==> src/rtl/swm_pkg.sv <==
// ----------------------------------------------------------------------------
// Sliding window median package
// Shared widths, register map and cell types of the sorted cell chain.
// ----------------------------------------------------------------------------
package swm_pkg;

   localparam int WINDOW_MAX    = 64;
   localparam int SAMPLE_WIDTH  = 16;
   localparam int AGE_WIDTH     = $clog2(WINDOW_MAX);
   localparam int COUNT_WIDTH   = $clog2(WINDOW_MAX + 1);
   localparam int LENGTH_WIDTH  = 7;
   localparam int CMP_WIDTH     = (COUNT_WIDTH > LENGTH_WIDTH) ? COUNT_WIDTH : LENGTH_WIDTH;
   localparam int ADDR_WIDTH    = 3;
   localparam int DATA_WIDTH    = 32;

   localparam logic [LENGTH_WIDTH-1:0] LENGTH_RESET = LENGTH_WIDTH'(5);
   localparam logic [CMP_WIDTH-1:0]    LENGTH_MIN   = CMP_WIDTH'(2);
   localparam logic [CMP_WIDTH-1:0]    LENGTH_MAX   = CMP_WIDTH'(WINDOW_MAX);

   // Register index, taken from paddr[2].
   localparam logic REG_WINDOW_LENGTH = 1'b0;

   typedef struct packed {
      logic signed [SAMPLE_WIDTH-1:0] value;
      logic [AGE_WIDTH-1:0]           age;
   } entry_type;

   typedef struct packed {
      logic                           load;
      logic                           full;
      logic signed [SAMPLE_WIDTH-1:0] sample;
      logic [AGE_WIDTH-1:0]           last_age;
   } cell_ctl_type;

endpackage

==> src/rtl/swm_cell.sv <==
// ----------------------------------------------------------------------------
// Sliding window median sort cell
// Holds one sorted entry. In one update the oldest entry leaves the chain,
// the entries above it close the gap and the new sample drops into place.
// ----------------------------------------------------------------------------
module swm_cell (
   input  logic                                    clock,
   input  swm_pkg::cell_ctl_type                   ctl,
   input  logic signed [swm_pkg::SAMPLE_WIDTH-1:0] old_value,
   input  logic                                    valid,
   input  swm_pkg::entry_type                      next_entry,
   input  logic                                    next_gt,
   input  swm_pkg::entry_type                      prev_cmp_entry,
   input  logic                                    prev_cmp_gt,
   output swm_pkg::entry_type                      entry,
   output logic                                    gt,
   output swm_pkg::entry_type                      cmp_entry,
   output logic                                    cmp_gt,
   output logic                                    oldest
);

   swm_pkg::entry_type entry_ff;
   swm_pkg::entry_type entry_in;
   logic               shifted;

   always_comb begin
      gt      = !valid || (entry_ff.value > ctl.sample);
      shifted = ctl.full && (!valid || (entry_ff.value >= old_value));
      oldest  = valid && (entry_ff.age == ctl.last_age);
      if (shifted) begin
         cmp_entry = next_entry;
         cmp_gt    = next_gt;
      end else begin
         cmp_entry = entry_ff;
         cmp_gt    = gt;
      end
      if (!cmp_gt) begin
         entry_in.value = cmp_entry.value;
         entry_in.age   = cmp_entry.age + swm_pkg::AGE_WIDTH'(1);
      end else if (!prev_cmp_gt) begin
         entry_in.value = ctl.sample;
         entry_in.age   = '0;
      end else begin
         entry_in.value = prev_cmp_entry.value;
         entry_in.age   = prev_cmp_entry.age + swm_pkg::AGE_WIDTH'(1);
      end
   end

   always_ff @(posedge clock) begin
      if (ctl.load) begin
         entry_ff <= entry_in;
      end
   end

   assign entry = entry_ff;

endmodule

==> config.mk <==
export PLATFORM = sky130hd
export DESIGN_NAME = swm_cell
export DESIGN_NICKNAME = d
export VERILOG_FILES = /design/src/rtl/swm_pkg.sv /design/src/rtl/swm_cell.sv
export SDC_FILE = /design/constraint.sdc
export NUM_CORES = 1
export LEC_CHECK = 0
export ABC_AREA = 1
export BUFFER_PORTS_ARGS = -buffer_cell sky130_fd_sc_hd__buf_2
export CAP_MARGIN = 20
export CORE_UTILIZATION = 46
export CTS_CLUSTER_SIZE = 30
export DETAILED_ROUTE_END_ITERATION = 16
export GPL_ROUTABILITY_DRIVEN = 0
export PLACE_DENSITY = 0.8
export SLEW_MARGIN = 0
export SYNTH_ARGS = -nofsm -noshare
export SYNTH_HDL_FRONTEND = slang
export SYNTH_SLANG_ARGS = --single-unit
==> constraint.sdc <==
create_clock -name clock -period 2.59 [get_ports clock]
set_input_delay 0.259 -clock clock [delete_from_list [all_inputs] [get_ports clock]]
set_output_delay 0.259 -clock clock [all_outputs]
set_load 0.01 [all_outputs]
# [Word level (Yosys, flattened, before mapping)]
# Index checks and enable logic that the tools add are counted.
[totals] output_inout_bits=47 elab_cells=16 ff_bits=22 input_bits=88
[classes] n_addsub=2 mux=4 n_lt_le_gt_ge=2 n_eq_ne=1 reduce_logical=5
[ops] op="2-to-1 mux 22 bit" n=3
[ops] op=">= comparator 16 bit" n=1
[ops] op="greater-than comparator 16 bit" n=1
[ops] op="adder 6 x 1 -> 6 bit, second input constant" n=2
[ops] op="== test 6 bit" n=1
[ops] op="logical AND 1 bit" n=2
[ops] op="logical OR 1 bit" n=2
[ops] op="logical NOT 1 bit" n=1
[ops] op="2-to-1 mux 1 bit" n=1

# [Depth between registers and ports, before layout]
[depth] ltp_word=6 depth_mapped=22

# [Least setup slack after synthesis]
# Ideal clock, no wire load.
[synth_path] path_kind="reg2reg" startpoint="reg entry_ff (netlist bit entry[21])" endpoint="reg entry_ff (netlist bit entry[4]), data pin" setup_ps=261 path_stages_with_launch=16 arrival_ps=2248 path_slack_ps=81 cell_sequence="edfxtp_1 > ha_1 > a21oi_1 > o21ai_1 > a21oi_1 > nand3_1 > nand3_4 > nand2_4 > buf_4 > nand2_1 > nand2_2 > ha_1 > nand3_1 > nand2_1 > nand3_1 > o21ai_0"
[synth_rtl] element="start: declaration" line_no="swm_cell.sv:22" source="swm_pkg::entry_type entry_ff;"
[synth_rtl] element="start signal: assignment" line_no="swm_cell.sv:51" source="entry_ff <= entry_in;"

==> metrics.sh <==
NUMCTSBUFFERS=3
CTS_NUM_SINKS=22
DRV_SLEW=0
PATH_MAX_FANOUT=7
FINALNONFILLERCELLS=624
GLOBALROUTEOVERFLOWTOTAL=0
P_INT_mW=1.24
DRT-MET1-WL_UM=3830
TRACK_USAGE_PCT=28.0
LARGEST_REG_FLOPS=22
VIA_COUNT_OF_THE_FIRST_GLOBAL_ROUTING_PASS=2961
YOSYSUNIQUECELLTYPES=33
MAXIMUM_NUMBER_OF_PINS_ON_ONE_NET_BEFORE_GLOBAL_ROUTE_REPAIR=23
SWITCHING_SHARE_PCT=41.5
POWER_DENSITY_nW_PER_UM2=485
CTSROOTBUFFERMASTER='sky130_fd_sc_hd__clkbuf_8'
POWER.SEQUENTIAL.FRACTION_PCT=23.9
TIMING.FINAL.CRIT_SHARE_PCT=108
AREA_DELTA_SYNTH_FINAL_PCT=69.6
DETAIL_ROUTE.DRC_VIOLATIONS=0
FAILED_CHECKS='negative setup slack'
CPPEAKSTAGEDELAY_NS=0.45
WL_MET3_UM=779
YOSYS_MOST_USED_DFF='sky130_fd_sc_hd__edfxtp_1'
WORST_SETUP_PATH_START_KIND='flop'
SYNTHARSTFLOPSHARE_PCT=0
FINAL_LAYOUT_SIZE_SUFFIX_GT1_SHARE_PCT=52.0
RSZ_0062_RAISED_AFTER_GLOBAL_ROUTING='yes'
SLACK_OF_THE_CRITICAL_PATH_NS=-0.205
TIMING.SETUP.CRITICAL_PATH_CLASS='reg2out'
IOPINCOUNT=135
CORE_REGION_AREA_UM2=5240
WORST_HOLD_PATH_TYPE='in2reg'
MET2_WIRELENGTH_UM=5320
POST_CTS_HOLD_BUFFER_COUNT=0
SETUP.WORST_PATH.END_CLASS='output port'
FLOORPLAN.DIE.HEIGHT_UM=76.9
TIMING_WORST_SLEW_PIN_VALUE_NS=0.570
YS_SEQ_AREA_SHARE_PCT=25.6
MAX_FREQ_MHz=358
PWR-SHARE-COMB_PCT=65.4
WHS_NS=0.372
PLACE.PORT_BUFFERS=134
WORST_SLEW_MARGIN_REL_PCT=62.0
SYNTH_EDF_COUNT=22
CP_DATA_REQUIRED_TIME_NS=2.33
CLOCK_SKEW_AFTER_LAYOUT_NS=0.0116
SWITCHING_POWER_mW=0.881
GRT_FIRST_PASS_WIRELENGTH_UM=13300
CP_CELL_SEQUENCE='ha_4, a21o_1, nor2_2, nand2_1, nand2_2, nand2_2, nand2_2, nand3_4, nand2_8, clkinvlp_4, buf_6, nand2_2, nand2_2, buf_6'
POSTSYNTHREGISTERBITS=22
CRIT_CELLS=14
DRV.MAX_CAP_VIOLATION_COUNT=0
FIN_NETS=677
POST_SYNTH_INSTANCE_AREA_UM2=2580
CLK_LATENCY_NS=0.27
CRIT_FAMILY='simple AND/OR/NAND/NOR gates'
CLOCK_TREE_FROM_TRITONCTS='yes'
ANTENNA_CELLS=0
CTS.PATH.MAX_BUFFERS=2
WORSTHOLDPATHCELLS=3
VIA_PER_INST=5.50
FINALSETUPVIOLCOUNT=45
P_LEAK_nW=2.28
WORST_PATH_SLOWEST_CELL='sky130_fd_sc_hd__edfxtp_1'
PLACE_INST=589
FINAL_WIRELENGTH_UM=10400
DR_TOTAL_VIAS=3434
CTS_HTREE_LEVELS=1
ROWS=26
WORSTPATHARRIVAL_NS=2.54
CTS.CLK_SLEW.WORST_PATHS_NS=0.09
GRT_ANTENNA_BEFORE_REPAIR=0
FLOORPLAN.DIE_AREA_UM2=5910
DETAIL_ROUTE.WL_PER_CELL_UM=16.6
YOSYS_WARNINGS=0
SYN-INSTANCE-COUNT=372
DPL_WORST_SLACK_NS=-0.000612
SYNTH_AREA_PER_CELL_UM2=6.93
RUN_STATUS='finished, violations left'
MAXUSEDROUTINGLAYER='met4'
POST-ROUTE-UTIL_PCT=83.4
POWER.SHARE.CLOCK_PCT=10.6
DETAIL-ROUTE-ANTENNA-NETS=0
INITIAL_UTILIZATION_PCT=49.2
TIMING.FINAL.CRIT_PERIOD_NS=2.79
DRT_FIRST_ITER_VIOLATIONS=227
SYN_NETS=494
WORST_PATH_MOST_REPEATED_CELL='sky130_fd_sc_hd__nand2_2'
WORST_R2R_PATH_DEPTH=17
DR.PASS1.ITERS=4
PLACE.DETAILED.HPWL_UM=6140
IR_DROP_mV=0.313
WORST_PATH_BUFS_INVS=3
DIE_WIDTH_UM=76.9
HOLD_VIO_CNT_FINAL=0
[per-layer routing]
layer	global-route usage, %	up-vias
met2	52.5	234
li1	-	1584
met4	7.12	0
met5	0	-
met1	34.0	1562
met3	2.38	54
[cell usage after synthesis (4+ instances only)]
cell	n	area, um2
sky130_fd_sc_hd__o21ai_0	27	135
sky130_fd_sc_hd__ha_1	34	425
sky130_fd_sc_hd__nand2_2	4	25.0
sky130_fd_sc_hd__a21oi_1	15	75.1
sky130_fd_sc_hd__inv_1	51	191
sky130_fd_sc_hd__o21ai_2	13	114
sky130_fd_sc_hd__nand3_1	21	105
sky130_fd_sc_hd__nand2_1	131	492
sky130_fd_sc_hd__edfxtp_1	22	661
sky130_fd_sc_hd__nor2_1	14	52.6
sky130_fd_sc_hd__xnor2_1	5	43.8
[through the flow]
stage,setup TNS [ns],power (mW),area [um2]
floorplan,0,1.04,2580
global placement,0,1.38,3460
detailed placement,-0.000759,1.40,3460
CTS,-1.44,1.80,3840
global route,-9.88,2.23,4370
finish,-5.29,2.12,4370
[area by class of cell]
type                            instances  area (um2)
Fill cell                             309         867
Multi-Input combinational cell        286        2040
Clock buffer                            3        41.3
Sequential cell                        22         661
Clock inverter                          1        3.75
Inverter                               53         203
Timing Repair Buffer                  188        1330
Timing Repair inverter                  1        7.51
Tap cell                               70        87.6
[path summary, 6_finish.rpt]
check	slack (ns)	endpoint	startpoint
min	0.37	entry[6]$_DFFE_PP_	prev_cmp_entry[6]
min reg2reg	0.86	entry[10]$_DFFE_PP_	entry[10]$_DFFE_PP_
max	-0.20	cmp_entry[16]	entry[13]$_DFFE_PP_
max reg2reg	-0.14	entry[13]$_DFFE_PP_	entry[13]$_DFFE_PP_
[power groups by stage]
stage               registers (mW)  clock network, mW  logic (mW)
floorplan                    0.533                  0       0.510
global placement             0.502                  0       0.876
detailed placement           0.504                  0       0.898
CTS                          0.497              0.226        1.08
global route                 0.511              0.241        1.48
finish                       0.508              0.226        1.39
[worst min-delay path, delay by kind of cell]
kind / cells / cell delay, ns
AO/OA/AOI/OAI: 1 / 0.15
buffers and inverters: 1 / 0.07
multiplexers: 1 / 0.05
[logic make-up (layout without fill, tap and decap cells)]
| family | after synthesis | after routing | share of synthesized area, % |
|---|---|---|---|
| muxes | 1 | 1 | 0.388 |
| AOI/OAI and AO/OA | 63 | 63 | 14.6 |
| buffers and inverters | 64 | 246 | 11.1 |
| adders and majority gates | 34 | 34 | 16.5 |
| DFF | 22 | 22 | 25.6 |
| and+or+nand+nor | 181 | 181 | 29.4 |
| xor gates and xnor gates | 7 | 7 | 2.38 |
[repair_timing]
| item | in CTS | in global routing |
|---|---|---|
| endpoints found under the setup margin | 20 | 46 |
| buffers inserted | 19 | 13 |
| pin swaps | 13 | 34 |
| gates resized for setup | 45 | 90 |
| gates cloned | 3 | 2 |
[layout by cell type, fill, tap and decap left out, types with 13 or more instances in the layout]
cell type	synthesis	routed
sky130_fd_sc_hd__buf_2	2	115
sky130_fd_sc_hd__buf_4	3	35
sky130_fd_sc_hd__buf_6	2	33
sky130_fd_sc_hd__edfxtp_1	22	22
sky130_fd_sc_hd__ha_1	34	23
sky130_fd_sc_hd__inv_1	51	48
sky130_fd_sc_hd__nand2_1	131	85
sky130_fd_sc_hd__nand2_2	4	37
sky130_fd_sc_hd__nand2_4	1	13
sky130_fd_sc_hd__nand3_1	21	19
sky130_fd_sc_hd__o21ai_0	27	23
No activity file was read; power rests on OpenSTA's default activity.
