`config.mk`:
```
export PLATFORM = sky130hd
export DESIGN_NAME = swm_median
export DESIGN_NICKNAME = d
export VERILOG_FILES = /design/src/rtl/swm_pkg.sv /design/src/rtl/swm_median.sv
export SDC_FILE = /design/constraint.sdc
export NUM_CORES = 1
export LEC_CHECK = 0
export ABC_CLOCK_PERIOD_IN_PS = 3600
export BUFFER_PORTS_ARGS = -buffer_cell sky130_fd_sc_hd__buf_4
export CORE_AREA = 2 2 406 408
export CTS_CLUSTER_DIAMETER = 40
export DETAILED_ROUTE_END_ITERATION = 8
export DIE_AREA = 0 0 408 410
export PLACE_DENSITY_LB_ADDON = 0.12
export SYNTH_ARGS = -nofsm -noshare
export SYNTH_HDL_FRONTEND = slang
export SYNTH_SLANG_ARGS = --single-unit
export TNS_END_PERCENT = 30
```
`constraint.sdc`:
```
create_clock -name clock -period 3.6 [get_ports clock]
set_input_delay 0.54 -clock clock [delete_from_list [all_inputs] [get_ports clock]]
set_output_delay 0.54 -clock clock [all_outputs]
set_load 0.005 [all_outputs]
```
`src/rtl/swm_pkg.sv`:
```
// ----------------------------------------------------------------------------
// Sliding window median package
// Shared widths, register map and cell types of the sorted cell chain.
// ----------------------------------------------------------------------------
package swm_pkg;

   localparam int WINDOW_MAX    = 64;
   localparam int SAMPLE_WIDTH  = 16;
   localparam int AGE_WIDTH     = $clog2(WINDOW_MAX);
   localparam int COUNT_WIDTH   = $clog2(WINDOW_MAX + 1);
   localparam int LENGTH_WIDTH  = 7;
   localparam int CMP_WIDTH     = (COUNT_WIDTH > LENGTH_WIDTH) ? COUNT_WIDTH : LENGTH_WIDTH;
   localparam int ADDR_WIDTH    = 3;
   localparam int DATA_WIDTH    = 32;

   localparam logic [LENGTH_WIDTH-1:0] LENGTH_RESET = LENGTH_WIDTH'(5);
   localparam logic [CMP_WIDTH-1:0]    LENGTH_MIN   = CMP_WIDTH'(2);
   localparam logic [CMP_WIDTH-1:0]    LENGTH_MAX   = CMP_WIDTH'(WINDOW_MAX);

   // Register index, taken from paddr[2].
   localparam logic REG_WINDOW_LENGTH = 1'b0;

   typedef struct packed {
      logic signed [SAMPLE_WIDTH-1:0] value;
      logic [AGE_WIDTH-1:0]           age;
   } entry_type;

   typedef struct packed {
      logic                           load;
      logic                           full;
      logic signed [SAMPLE_WIDTH-1:0] sample;
      logic [AGE_WIDTH-1:0]           last_age;
   } cell_ctl_type;

endpackage

```
`src/rtl/swm_median.sv`:
```
// ----------------------------------------------------------------------------
// Sliding window median output pipeline
// Picks the middle entries of the updated chain, averages them for an even
// count and holds the result until the transfer on the result channel.
// ----------------------------------------------------------------------------
module swm_median (
   input  logic                                                  clock,
   input  logic                                                  reset,
   input  logic                                                  start,
   input  logic [swm_pkg::COUNT_WIDTH-1:0]                       count,
   input  logic [swm_pkg::WINDOW_MAX-1:0][swm_pkg::SAMPLE_WIDTH-1:0] values,
   output logic                                                  ready,
   output logic                                                  rsp_tvalid,
   input  logic                                                  rsp_tready,
   output logic [swm_pkg::SAMPLE_WIDTH-1:0]                      rsp_tdata
);

   logic                                pend_valid_ff;
   logic [swm_pkg::COUNT_WIDTH-1:0]     pend_count_ff;
   logic                                sel_valid_ff;
   logic                                odd_ff;
   logic [swm_pkg::SAMPLE_WIDTH-1:0]    lo_ff;
   logic [swm_pkg::SAMPLE_WIDTH-1:0]    hi_ff;
   logic                                out_valid_ff;
   logic [swm_pkg::SAMPLE_WIDTH-1:0]    out_data_ff;

   logic                                out_en;
   logic                                sel_en;
   logic [swm_pkg::COUNT_WIDTH-1:0]     half;
   logic [swm_pkg::SAMPLE_WIDTH-1:0]    lo_in;
   logic [swm_pkg::SAMPLE_WIDTH-1:0]    hi_in;
   logic [swm_pkg::SAMPLE_WIDTH:0]      sum;
   logic [swm_pkg::SAMPLE_WIDTH:0]      sum_adj;
   logic [swm_pkg::SAMPLE_WIDTH-1:0]    out_data_in;

   assign out_en = !out_valid_ff || rsp_tready;
   assign sel_en = !sel_valid_ff || out_en;
   assign ready  = !pend_valid_ff || sel_en;
   assign half   = pend_count_ff >> 1;

   always_comb begin
      lo_in = '0;
      hi_in = '0;
      for (int k = 0; k < swm_pkg::WINDOW_MAX; k++) begin
         if (half == swm_pkg::COUNT_WIDTH'(k)) begin
            hi_in = hi_in | values[k];
         end
         if (half == swm_pkg::COUNT_WIDTH'(k + 1)) begin
            lo_in = lo_in | values[k];
         end
      end
   end

   always_comb begin
      sum     = {lo_ff[swm_pkg::SAMPLE_WIDTH-1], lo_ff} + {hi_ff[swm_pkg::SAMPLE_WIDTH-1], hi_ff};
      sum_adj = sum + {{swm_pkg::SAMPLE_WIDTH{1'b0}}, sum[swm_pkg::SAMPLE_WIDTH] & sum[0]};
      if (odd_ff) begin
         out_data_in = hi_ff;
      end else begin
         out_data_in = sum_adj[swm_pkg::SAMPLE_WIDTH:1];
      end
   end

   always_ff @(posedge clock) begin
      if (reset) begin
         pend_valid_ff <= 1'b0;
         sel_valid_ff  <= 1'b0;
         out_valid_ff  <= 1'b0;
      end else begin
         if (ready) begin
            pend_valid_ff <= start;
         end
         if (sel_en) begin
            sel_valid_ff <= pend_valid_ff;
         end
         if (out_en) begin
            out_valid_ff <= sel_valid_ff;
         end
      end
   end

   always_ff @(posedge clock) begin
      if (ready && start) begin
         pend_count_ff <= count;
      end
      if (sel_en && pend_valid_ff) begin
         lo_ff  <= lo_in;
         hi_ff  <= hi_in;
         odd_ff <= pend_count_ff[0];
      end
      if (out_en && sel_valid_ff) begin
         out_data_ff <= out_data_in;
      end
   end

   assign rsp_tvalid = out_valid_ff;
   assign rsp_tdata  = out_data_ff;

endmodule

```
After elaboration in Yosys (flattened, before gate mapping)
Cells that the tools add are included.

storage, ports and cells
  register bits = 59
  word-level logic and storage cells = 337
  output and inout port bits = 18

operators by class
  eq/ne operators = 63
  add/subtract/negate cells = 2
  bitwise logic cells = 126
  multiplexer cells = 128
  reduce and logical (&&, ||, !) cells = 10

operators with widths
  kind                                                  number
  two-way mux 16 bit                                    128
  OR 16 bit                                             125
  equality test 6 bit (second input constant)           32
  equality test 6 x 5 -> 1 bit (second input constant)  16
  equality test 6 x 4 -> 1 bit (second input constant)  8
  equality test 6 x 3 -> 1 bit (second input constant)  4
  adder 16 x 16 -> 17 bit                               1
  adder 17 x 1 -> 17 bit                                1
  equality test 6 x 2 -> 1 bit (second input constant)  2
  logical NOT 7 bit                                     1
  equality test 6 x 1 -> 1 bit (second input constant)  1
  logical AND 1 bit                                     3
  logical NOT 1 bit                                     3
  logical OR 1 bit                                      3
  bitwise AND 1 bit                                     1

Logic depth before layout (Yosys ltp)
  word-level depth = 128
  depth in mapped cells = 12
  mapped depth without buffers = 12

Worst setup path before layout
No wires, ideal clock.

  path kind = input port to flip-flop
  from = in rsp_tready
  to = reg hi_ff[0] in the netlist's numbering, enable pin
  data arrival time = 3076 ps
  path slack = 50 ps
  stages = 2
  data required time = 3126 ps
  path buffers = 0
  path through = nor2b_1 > a21boi_0

between the ends
  cells in the longest elaborated chain, start to end = 3

ends and longest elaborated chain
  element               RTL line          source
  from (decl)           swm_median.sv:14  input logic rsp_tready,
  logical OR 1 bit      swm_median.sv:36  assign out_en = !out_valid_ff || rsp_tready;
  logical OR 1 bit      swm_median.sv:37  assign sel_en = !sel_valid_ff || out_en;
  logical AND 1 bit     swm_median.sv:86  if (sel_en && pend_valid_ff) begin
  to (signal assigned)  swm_median.sv:88  hi_ff <= hi_in;
  to (decl)             swm_median.sv:23  logic [swm_pkg::SAMPLE_WIDTH-1:0] hi_ff;

No other way between the ends.
A chain may end at the register's enable or synchronous reset.

Final worst setup path
  from = reg hi_ff[7] in the netlist's numbering
  to = reg out_data_ff (netlist bit rsp_tdata[15]), data pin

between the ends
  cells in the longest elaborated chain, start to end = 4

ends and longest elaborated chain
  element                      RTL line          source
  adder 16 x 16 -> 17 bit (*)  swm_median.sv:55  sum = {lo_ff[swm_pkg::SAMPLE_WIDTH-1], lo_ff} + {hi_ff[swm_pkg::SAMPLE_WIDTH-1], hi_ff};
  bitwise AND 1 bit            swm_median.sv:56  sum_adj = sum + {{swm_pkg::SAMPLE_WIDTH{1'b0}}, sum[swm_pkg::SAMPLE_WIDTH] & sum[0]};
  adder 17 x 1 -> 17 bit (*)   swm_median.sv:56
  two-way mux 16 bit (*)       swm_median.sv:57  if (odd_ff) begin
  net out_data_in (one bit)    swm_median.sv:34  logic [swm_pkg::SAMPLE_WIDTH-1:0] out_data_in;
  to (signal assigned)         swm_median.sv:92  out_data_ff <= out_data_in;
  to (decl)                    swm_median.sv:25  logic [swm_pkg::SAMPLE_WIDTH-1:0] out_data_ff;

The timed path passes the listed nets; every way through them passes the cells marked *.

==> key figures <==
Min path
  • Hold crit path type: in2reg
  • WHS Path Cells: 1
  • Sink of the worst hold path: pend_count_ff[6]
  • Hold Crit Start: count[6]

Die
  • Die W: 408 um
  • Die footprint: approximately 170000 sq um
  • Num rows: 149
  • IO Pins: 1053
  • Die H: just over 400 um
  • Initial Utilization: 8.82%
  • CORE AREA: 163000 sq um

Final layout
  • Layout cell share with drive strength beyond 1: a little under half
  • Layout area overhead: 90.5%
  • Sequential cell area: 1740 sq um
  • Area of the multi-input gates: 12300 sq um
  • FILL cells: 18700
  • Final std cells w/o fill: 5219
  • Nets@finish: between 4000 and 5000

Synth
  • Avg Synthesized Cell Area: 7.69 sq um
  • Syn Std Cell Area: 14400 sq um
  • Seq/Total Area, Yosys: between 10 and 15%
  • Count of cell types in the netlist: 68
  • Most numerous cell in the Yosys netlist: a22oi_1
  • Top-area cell type share of the netlist area: between 20 and 30%
  • Cell taking the most area after synthesis: a22oi_1
  • Post-synth EDFFs: 56
  • Synth top cells by count: a22oi_1 (519), a221oi_1 (240), a22o_1 (237)
  • #FFs+latches synth: 59
  • Top_reg_cell synth: edfxtp_1
  • Dominant cells by area after synthesis: a22oi_1 (27%), a221oi_1 (15%), a22o_1 (14%), edfxtp_1 (12%), nand4_1 (7.3%)
  • Syn Inst Count: 1875
  • Syn Nets: a little under 3000
  • Yosys warning count: 0
  • Async SR Flop Fraction: 0%

Drt
  • Detailed-route via count: around 29000
  • WL per Instance: 52.3 um
  • Post-Route WL: 273 mm
  • DR iter-0 viols: approximately 5000
  • Routed Antenna Nets: 0
  • Drt first pass iters: 7
  • Via density: 5.60
  • DR DRC count: 0

Setup path
  • CP Data Arrival Time: 3.59 ns
  • Reg2Reg Depth: 11
  • CP Max Fanout: 5
  • FF-to-FF Start: hi_ff[7]
  • WS Path Type: reg2reg
  • RR Endpoint: rsp_tdata[15]
  • Crit path launch type: flip-flop
  • Worst R2R Setup Slack: 0.13 ns
  • CP endpoint kind: flip-flop
  • Worst Path Required: 3.72 ns

Placement
  • GP Congestion: slightly below 1
  • Hpwl dp: 223 mm
  • Dpl cells: 5143
  • # port buffers: between 1000 and 1500

Timing
  • Final period utilization: 96.4%
  • Slew Viols, Final: 0
  • Setup Skew: 0.0253 ns
  • RSZ-0062 raised after global routing: false
  • Setup TNS: 0 ns
  • Slew margin rel.: 9.05%
  • Final setup vio count: 0
  • Worst Tran Pin Value: 1.36 ns
  • Fmax: 288 MHz
  • Minimum clock period: 3.47 ns
  • Final hold vios: 0
  • Hold_ws: around 0.31 ns

Clocking
  • Cts repair resizes: 0
  • Cts hold-fix bufs: 0
  • Clock Pin Slew Worst Setup and Hold Paths: 0.08 ns
  • H-tree depth: 3
  • Root Buffer: clkbuf_16
  • TritonCTS Buffers: 9
  • Clock sink total: 59
  • CTS tree: done
  • Skew-Pair Late Insertion Delay: 0.41 ns
  • Post CTS Setup Buffer Count: 0
  • CTS max path bufs: 2

Global routing
  • First-pass GRT wire length: 337 mm
  • Congestion Overflow GR: 0
  • GR Util All Layers: 31.0%
  • Initial antenna violation count: ~130
  • Vias in the first global route: roughly 29000
  • Largest net degree at the start of global routing: 34

Power and ir drop
  • Cell leakage power: about 11 nW
  • Clk pwr share: 18.9%
  • Peak VDD IR: 0.000285 V
  • NetSw: 0.00262 W
  • Combinational power share: around 64%
  • Int Pwr: 0.00285 W
  • Sequential share of power: 17.5%
  • Sw frac: ~48%
  • Power Dens Cells: 199 nW/um^2

Run status
  • Outcome: finished, final reports clean

Run
  • Max-Cap Viols: 0
## metrics by stage
step | utilization (%) | setup WS (ns) | power [W] | cell area, sq um
3_3_place_gp | 16.5 | 0.0933 | 0.00442 | 27000
4_1_cts | 16.7 | 0.138 | 0.00544 | 27300
3_5_place_dp | 16.5 | 0.172 | 0.00438 | 27000
5_1_grt | 16.8 | 0.0120 | 0.00562 | 27400
2_1_floorplan | - | 0.0502 | 0.00194 | 14400
6_report | 16.8 | 0.131 | 0.00547 | 27500
## critical path, stage by stage (launching register included)
cell      delay (ns)
edfxtp_1        0.59
ha_1            0.46
a21oi_1         0.36
o211ai_2        0.22
and3_1          0.22
nor2_2          0.15
and2_1          0.15
ha_1            0.16
nand3_1         0.18
o41a_1          0.38
a41oi_1         0.18
o211ai_1        0.13
## layout make-up
cell class	instances	share of cell area, %
repair buffers	1285	37.1
well taps	2189	9.97
diodes	60	0.547
multi-input cells	1601	44.8
inverters	9	0.123
clock inverters	7	0.296
flip-flops and latches	59	6.34
clock buffers	9	0.820
## placed cells by master, fill, tap and decap left out, types with 9 or more instances in the layout
master | Yosys | routed
nand4_1 | 168 | 168
a21oi_1 | 12 | 12
nor3_1 | 20 | 20
buf_12 | 0 | 44
nand2_1 | 59 | 59
a222oi_1 | 16 | 16
or4_1 | 10 | 10
nand3_1 | 58 | 58
nor2_4 | 0 | 64
a22oi_1 | 519 | 519
o21ai_0 | 17 | 17
nor4_1 | 34 | 34
clkbuf_16 | 0 | 9
a22o_1 | 237 | 237
diode_2 | 0 | 60
a221oi_1 | 240 | 240
nor2_1 | 94 | 30
edfxtp_1 | 56 | 56
ha_1 | 17 | 17
xnor2_1 | 12 | 12
buf_4 | 0 | 1241
xor2_1 | 9 | 9
## power groups by stage
| stage | sequential, W | combinational, W | clock, W |
|---|---|---|---|
| CTS | 0.000960 | 0.00341 | 0.00107 |
| detailed placement | 0.000974 | 0.00340 | 0 |
| floorplan | 0.000902 | 0.00104 | 0 |
| global route | 0.000961 | 0.00358 | 0.00108 |
| global placement | 0.000976 | 0.00345 | 0 |
| finish | 0.000956 | 0.00348 | 0.00104 |
## kinds of logic after synthesis
kind of cell	Yosys count	share of synthesized area (%)
XOR/XNOR	22	1.39
adder cells (fa/ha/maj)	18	1.61
buffers and inverters	215	6.09
multiplexers	6	0.443
flip-flops	59	12.1
AND/OR/NAND/NOR	473	17.5
AO/OA/AOI/OAI	1082	60.9
## how the worst max path moves through the flow
stage | startpoint | endpoint | cells past startpoint
2_1_floorplan | rsp_tready | hi_ff[0] | 2
3_3_place_gp | hi_ff[7] | rsp_tdata[15] | 11
3_5_place_dp | hi_ff[7] | rsp_tdata[15] | 11
4_1_cts | hi_ff[7] | rsp_tdata[15] | 11
5_1_grt | hi_ff[7] | rsp_tdata[15] | 11
6_report | hi_ff[7] | rsp_tdata[15] | 11
## sequential cells by signal, indices dropped and copies added (netlist names)
register,cells
hi_ff,16
lo_ff,16
odd_ff,1
pend_count_ff,7
pend_valid_ff,1
rsp_tdata,16
rsp_tvalid,1
sel_valid_ff,1
## routing by layer
metal | vias to the layer above | GRT usage (%) | share of wire, %
met2 | 2871 | 48.9 | 45
li1 | 10700 | - | -
met1 | 14800 | 37.7 | 39
met3 | 806 | 8.96 | 9.7
met5 | - | 0 | 0.16
met4 | 62 | 17.1 | 6.1
No activity file was read; power rests on OpenSTA's default activity.
